--- config.mk ---
export PLATFORM = sky130hd
export DESIGN_NAME = chb_ctrl
export DESIGN_NICKNAME = d
export VERILOG_FILES = /design/src/chb_pkg.sv /design/src/chb_ctrl.sv
export SDC_FILE = /design/constraint.sdc
export NUM_CORES = 1
export LEC_CHECK = 0
export ABC_AREA = 0
export BUFFER_PORTS_ARGS = -buffer_cell sky130_fd_sc_hd__buf_4
export CORE_UTILIZATION = 51
export CTS_CLUSTER_DIAMETER = 60
export DETAILED_ROUTE_END_ITERATION = 8
export GPL_TIMING_DRIVEN = 0
export PLACE_DENSITY = 0.92
export SLEW_MARGIN = 15
export SYNTH_ARGS = -nofsm -noshare
export SYNTH_HDL_FRONTEND = slang
export SYNTH_SLANG_ARGS = --single-unit
export TNS_END_PERCENT = 100
--- constraint.sdc ---
create_clock -name clk -period 2.2 [get_ports clk]
set_input_delay 0.11 -clock clk [delete_from_list [all_inputs] [get_ports clk]]
set_output_delay 0.11 -clock clk [all_outputs]
set_load 0.02 [all_outputs]
--- src/chb_pkg.sv ---
`default_nettype none
package chb_pkg;
    localparam int MaxBuckets = 128;
    localparam int BucketDepth = 8;
    localparam int BktW = $clog2(MaxBuckets);
    localparam int SlotW = $clog2(BucketDepth);
    localparam int FillW = $clog2(BucketDepth + 1);
    localparam int AddrW = BktW + SlotW;
    localparam int KeyW = 31;
    localparam int ValW = 32;
    localparam int CfgW = 8;

    typedef enum logic [1:0] {
        ST_INSERTED  = 2'd0,
        ST_DELETED   = 2'd1,
        ST_NOT_FOUND = 2'd2,
        ST_FULL      = 2'd3
    } status_t;

    // controller to datapath
    typedef struct packed {
        logic load;       // capture request, start modulo
        logic div_step;   // one restoring step
        logic fill_rd;    // register fill of bucket
        logic mem_rd;     // read slot at pointer
        logic cmp;        // compare read word, advance pointer
        logic shift_wr;   // write read word one slot down
        logic app_wr;     // append value at fill
        logic fill_wr;    // write new fill, build result
        logic ptr_clr;
        logic found_set;
        status_t status;
    } chb_cmd_t;

    // datapath to controller
    typedef struct packed {
        logic cmd;
        logic full;
        logic match;
        logic ptr_at_fill;   // pointer reached fill
        logic ptr_last;      // pointer at or past fill-1
    } chb_sts_t;
endpackage
`default_nettype wire

--- src/chb_ctrl.sv ---
`default_nettype none
module chb_ctrl (
    input  wire logic              clk,
    input  wire logic              rst_n,
    input  wire logic              in_fire,
    output logic                   busy,
    output logic                   res_valid,
    input  wire logic              res_taken,
    output chb_pkg::chb_cmd_t      ctl,
    input  wire chb_pkg::chb_sts_t sts,
    output logic                   bit_last
);
    import chb_pkg::*;

    typedef enum logic [2:0] {
        S_IDLE, S_DIV, S_FILL, S_RD, S_CMP, S_SHRD, S_SHWR, S_DONE
    } state_t;

    state_t            state_reg, state_next;
    logic [4:0]        cnt_reg, cnt_next;
    logic              outv_reg, outv_next;
    logic              res_free;

    assign bit_last = (cnt_reg == 5'd30);
    assign busy = (state_reg != S_IDLE);
    assign res_valid = outv_reg;
    // result register empty, or emptied at this edge
    assign res_free = !outv_reg || res_taken;

    always_comb
    begin
        ctl = '0;
        ctl.status = ST_NOT_FOUND;
        state_next = state_reg;
        cnt_next = cnt_reg;
        outv_next = outv_reg && !res_taken;
        unique case (state_reg)
            S_IDLE:
            begin
                if (in_fire)
                begin
                    ctl.load = 1'b1;
                    cnt_next = '0;
                    state_next = S_DIV;
                end
            end
            S_DIV:
            begin
                ctl.div_step = 1'b1;
                cnt_next = cnt_reg + 1'b1;
                if (bit_last)
                    state_next = S_FILL;
            end
            S_FILL:
            begin
                ctl.fill_rd = 1'b1;
                ctl.ptr_clr = 1'b1;
                state_next = S_RD;
            end
            S_RD:
            begin
                // insert decides here, delete starts the search
                if (!sts.cmd)
                begin
                    if (res_free)
                    begin
                        ctl.fill_wr = 1'b1;
                        ctl.status = sts.full ? ST_FULL : ST_INSERTED;
                        ctl.app_wr = !sts.full;
                        state_next = S_DONE;
                    end
                end
                else if (sts.ptr_at_fill)
                begin
                    if (res_free)
                    begin
                        ctl.fill_wr = 1'b1;
                        ctl.status = ST_NOT_FOUND;
                        state_next = S_DONE;
                    end
                end
                else
                begin
                    ctl.mem_rd = 1'b1;
                    state_next = S_CMP;
                end
            end
            S_CMP:
            begin
                ctl.cmp = 1'b1;
                if (sts.match)
                    state_next = S_SHRD;
                else
                    state_next = S_RD;
            end
            S_SHRD:
            begin
                // ptr is one past the slot that the shift writes next (the match at first)
                if (sts.ptr_at_fill)
                begin
                    if (res_free)
                    begin
                        ctl.fill_wr = 1'b1;
                        ctl.status = ST_DELETED;
                        state_next = S_DONE;
                    end
                end
                else
                begin
                    ctl.mem_rd = 1'b1;
                    state_next = S_SHWR;
                end
            end
            S_SHWR:
            begin
                ctl.shift_wr = 1'b1;
                state_next = S_SHRD;
            end
            S_DONE:
            begin
                if (!outv_reg || res_taken)
                begin
                    outv_next = 1'b1;
                    state_next = S_IDLE;
                end
            end
            default: state_next = S_IDLE;
        endcase
    end

    // state and registered outputs
    always_ff @(posedge clk or negedge rst_n)
    begin
        if (!rst_n)
        begin
            state_reg <= S_IDLE;
            cnt_reg <= '0;
            outv_reg <= 1'b0;
        end
        else
        begin
            state_reg <= state_next;
            cnt_reg <= cnt_next;
            outv_reg <= outv_next;
        end
    end

`ifndef SYNTHESIS
    a_div_len: assert property (@(posedge clk) disable iff (!rst_n)
        (state_reg == S_FILL) |-> $past(state_reg == S_DIV) && $past(cnt_reg) == 5'd30)
        else $error("modulo step count wrong");
    a_one_wr: assert property (@(posedge clk) disable iff (!rst_n)
        ctl.fill_wr |=> state_reg == S_DONE)
        else $error("result not held");
    a_res_free: assert property (@(posedge clk) disable iff (!rst_n)
        ctl.fill_wr |-> (!outv_reg || res_taken))
        else $error("result overwritten while pending");
`endif
endmodule
`default_nettype wire

---- Yosys cells after proc, flatten, opt, wreduce, memory -nomap -nowiden ----
Index checks and enable logic that the tools add are counted.
cells by class
  add/subtract/negate cells ............... 1
  $mul .................................... 0
  div/mod/pow operators ................... 0
  order comparisons ....................... 0
  equal/unequal tests ..................... 11
  shift operators ......................... 0
  muxes and demuxes ....................... 35
  bitwise operators ....................... 0
  reductions and logical operators ........ 10
operators by type and width
  cell                                                 number
  2-to-1 mux 3 bit                                     8
  case mux 3 bit (8 select lines)                      1
  2-to-1 mux 1 bit                                     15
  equality test 3 bit, second input constant           4
  2-to-1 mux 2 bit                                     6
  case mux 5 bit (2 select lines)                      1
  equality test 3 x 2 -> 1 bit, second input constant  2
  != test 2 bit, second input constant                 3
  adder 5 x 1 -> 5 bit, second input constant          1
  equality test 5 bit, second input constant           1
  2-to-1 mux 5 bit                                     1
  case mux 1 bit (2 select lines)                      2
  case mux 2 bit (2 select lines)                      1
  equality test 3 x 1 -> 1 bit, second input constant  1
  zero test 1 bit                                      3
  zero test 3 bit                                      1
  AND reduction 3 bit                                  1
  nonzero test 3 bit                                   1
  AND reduction 2 bit                                  1
  nonzero test 2 bit                                   1
  logical AND 1 bit                                    1
  logical OR 1 bit                                     1
storage, ports and cells
  bits in registers ....................... 9
  latch bits .............................. 0
  bits in writable memories ............... 0
  memory bits (read-only) ................. 0
  output and inout port bits .............. 15
  memories ................................ 0

---- Depth between registers and ports, before layout ----
  depth in word-level cells ............... 6
  depth in mapped cells ................... 6
  gate-level depth less buffers ........... 6

---- Least setup slack after synthesis ----
No wires, ideal clock.
  kind .................................... flip-flop to output port
  from .................................... reg state_reg[1]
  to ...................................... out ctl[11] in the netlist's numbering
  data arrival time ....................... 1.366 ns
  required time ........................... 2.090 ns
  slack ................................... 0.724 ns
  cell stages (with the launch flop) ...... 4
  path through ............................ dfrtp_1 > buf_2 > or3_1 > nor2_1
RTL lines
  what                    RTL line         source
  from (decl)             chb_ctrl.sv:19   state_t state_reg, state_next;
  from (signal assigned)  chb_ctrl.sv:142  state_reg <= state_next;
  to (decl)               chb_ctrl.sv:9    output chb_pkg::chb_cmd_t ctl,

==> impl_results.md <==
* Num rows at 12
* Yosys warns at 0
* Clk_skew at 0.00910 ns
* Mapped Avg Cell Area at 7.94 µm²
* Crit path required time at 2.09 ns
* Met3 usage at 6.94%
* Crit-path slowest cell: dfrtp_1
* Worst-Margin Slew at 0.584 ns
* Number of synthesized register bits at 9
* First-pass GRT wire length at 2.51 mm
* Asr flop ratio synth at 100%
* Wire per inst at 13.1 µm
* Post-CTS Repair Setup Buffers at 0
* Final Net Count at 124
* DIE WIDTH at 38.6 µm
* R2R Path End: cnt_reg[2]
* Hold Vio Cnt, Final at 0
* Worst Reg2Reg Path Length in Cells at 5
* H-Tree Depth at 1
* HPWL reported at the end of detailed placement at 1.25 mm
* CTS tree: yes
* Post-DP Area at 858 µm²
* Share of cells above drive strength 1 at 31.3%
* Max Fclk at 0.599 GHz
* Sequential area share after synthesis at 33.0%
* GRT Max-Usage Layer: met2
* CP delay by family, top: simple AND/OR/NAND/NOR gates
* CTS Buf Count at 3
* Power Dens Cells at 1470 nW/µm²
* Crit start category: register
* Initial DRT Pass Iterations at 4
* RSZ-0062 raised after global routing: no
* Final GP Congestion at 0.901
* Hold Slack at 0.190 ns
* R2R setup slack at 0.71 ns
* Design area at 895 µm²
* Most frequent cells in the layout: buf_4, nor2_1, dfrtp_1, nand2_1, o21ai_0
* Initial antenna violation count at 0
* Vias at 693
* Met2 Track Usage GR at 40.8%
* DRC Markers at 0
* Hold Path Class: in -> async
* Number of flip-flops under the largest register name at 5
* GRT met1 Usage at 31.9%
* Drt total wl at 1.66 mm
* Worst Path Arrival at 1.56 ns
* Yosys cell types at 31
* Vias in the first global route at 586
* Post-synth top flop: dfrtp_1
* Final worst-path cycle share at 75.9%
* Layout area overhead at 31.0%
* Min Tclk post-route at 1.67 ns
* CP Cell Sequence: buf_2 -> nand2b_1 -> nor3_1 -> nor2b_1 -> buf_4
* Worst setup margin at 0.530 ns
* Endpoints failing setup at 0
* Final ANT Viol Nets at 0
* Worst-path clk slew at 0.06 ns
* CTS resizes at 0
* Initial Utilization at 58.3%
* Clock Tree Root: clkbuf_4
* Largest net degree at the start of global routing at 11
* Final max-slew violation count at 0
* Leak pwr at 0.446 nW
* Die area at 1490 µm²
* Crit-path max cell delay at 0.38 ns
* Inserted Diodes at 0
* Most common cell after layout, fill and taps aside: buf_4
* RR Startpoint: state_reg[1]
* Post-synthesis cell area at 683 µm²
* Vias per cell at 5.50
* Syn nets at 97
* Crit. End Element: output port
* Worst slew margin at 60.7%
* Core region area at 1170 µm²
* Post-synth EDFFs at 0
* Clock sink total at 9
* Critical setup path kind: reg -> out
* DR iter-0 viols at 17
* Crit path max fanout at 10
* Outcome: finished clean
* Clock Latency Late Sink at 0.27 ns
* Maximum vdd drop at 0.000880 V
* I/O pins at 24
* Global Route Usage Sum at 26.3%
* Max-Cap Viols at 0
* Total negative slack at 0 ns
* Worst path depth at 5
* Clock buffer depth at 2
* Buf/Inv on CP at 2
* Gr ovfl total at 0
* Die Ht at 38.6 µm
* Post-Place Setup Slack at 0.755 ns
* Port-buffer cells at 21
* Synth Instances at 86
per-stage QoR:
step | std cells | utilization [%] | power (mW)
6_report | 126 | 76.4 | 1.32
5_1_grt | 126 | 76.4 | 1.42
3_5_place_dp | 121 | 73.3 | 1.17
2_1_floorplan | 86 | - | 0.918
3_3_place_gp | 121 | 73.3 | 1.13
4_1_cts | 126 | 76.4 | 1.31
worst max-delay path by stage:
stage	start	endpoint	slack (ns)
detailed placement	state_reg[1]	cnt_reg[2]	0.76
CTS	state_reg[2]	ctl[5]	0.52
global placement	state_reg[0]	state_reg[1]	0.82
global route	state_reg[2]	ctl[5]	0.40
finish	state_reg[2]	ctl[5]	0.53
floorplan	state_reg[1]	ctl[11]	0.72
worst register-to-register path, delay by kind of cell, from the launching register on:
kind | cells | cell delay (ns)
AOI/OAI and AO/OA | 3 | 0.54
buffers and inverters | 1 | 0.22
and+or+nand+nor | 1 | 0.19
DFF | 1 | 0.43
synth_stat cells, types with 3 or more instances:
cell       n  area [µm²]
nand3_1    4        20.0
o22ai_1    3        18.8
nor2_1    11        41.3
a21oi_1    5        25.0
inv_1      3        11.3
nand2b_1   5        31.3
nor2b_1    3        18.8
nand2_1    8        30.0
dfrtp_1    9         225
o21ai_0    7        35.0
buf_2      3        15.0
cell type report:
class	instances	area [µm²]
repair buffers	22	168
clock buffers	4	26.3
fillers	89	277
inverters	4	15.0
well taps	14	17.5
plain buffers	6	41.3
multi-input cells	67	402
flip-flops and latches	9	225
power by group:
part	leakage [nW]	internal [mW]	switching, mW
Combinational	0.316	0.368	0.515
Clock	0.0150	0.0698	0.0561
Sequential	0.115	0.241	0.0669
Total	0.446	0.678	0.638
per-layer routing:
| metal | part of all wire, % | routed length (µm) |
|---|---|---|
| met1 | 45 | 747 |
| met2 | 49 | 804 |
| met3 | 4.7 | 78 |
| met4 | 1.5 | 25 |
| met5 | 0 | 0 |
repair_timing:
action	4_1_cts	5_1_grt
hold buffers	1	0
hold endpoints to repair	9	0
setup endpoints to repair	0	0
kinds of logic after synthesis:
logic type / count (synthesis) / synth area share, %
adders and majority gates: 2 / 3.66
buffers and inverters: 10 / 8.24
and+or+nand+nor: 37 / 28.2
AOI/OAI and AO/OA: 23 / 21.2
other: 1 / 0.549
DFF: 9 / 33.0
xor gates and xnor gates: 4 / 5.13
(Power assumes the default switching activity.)
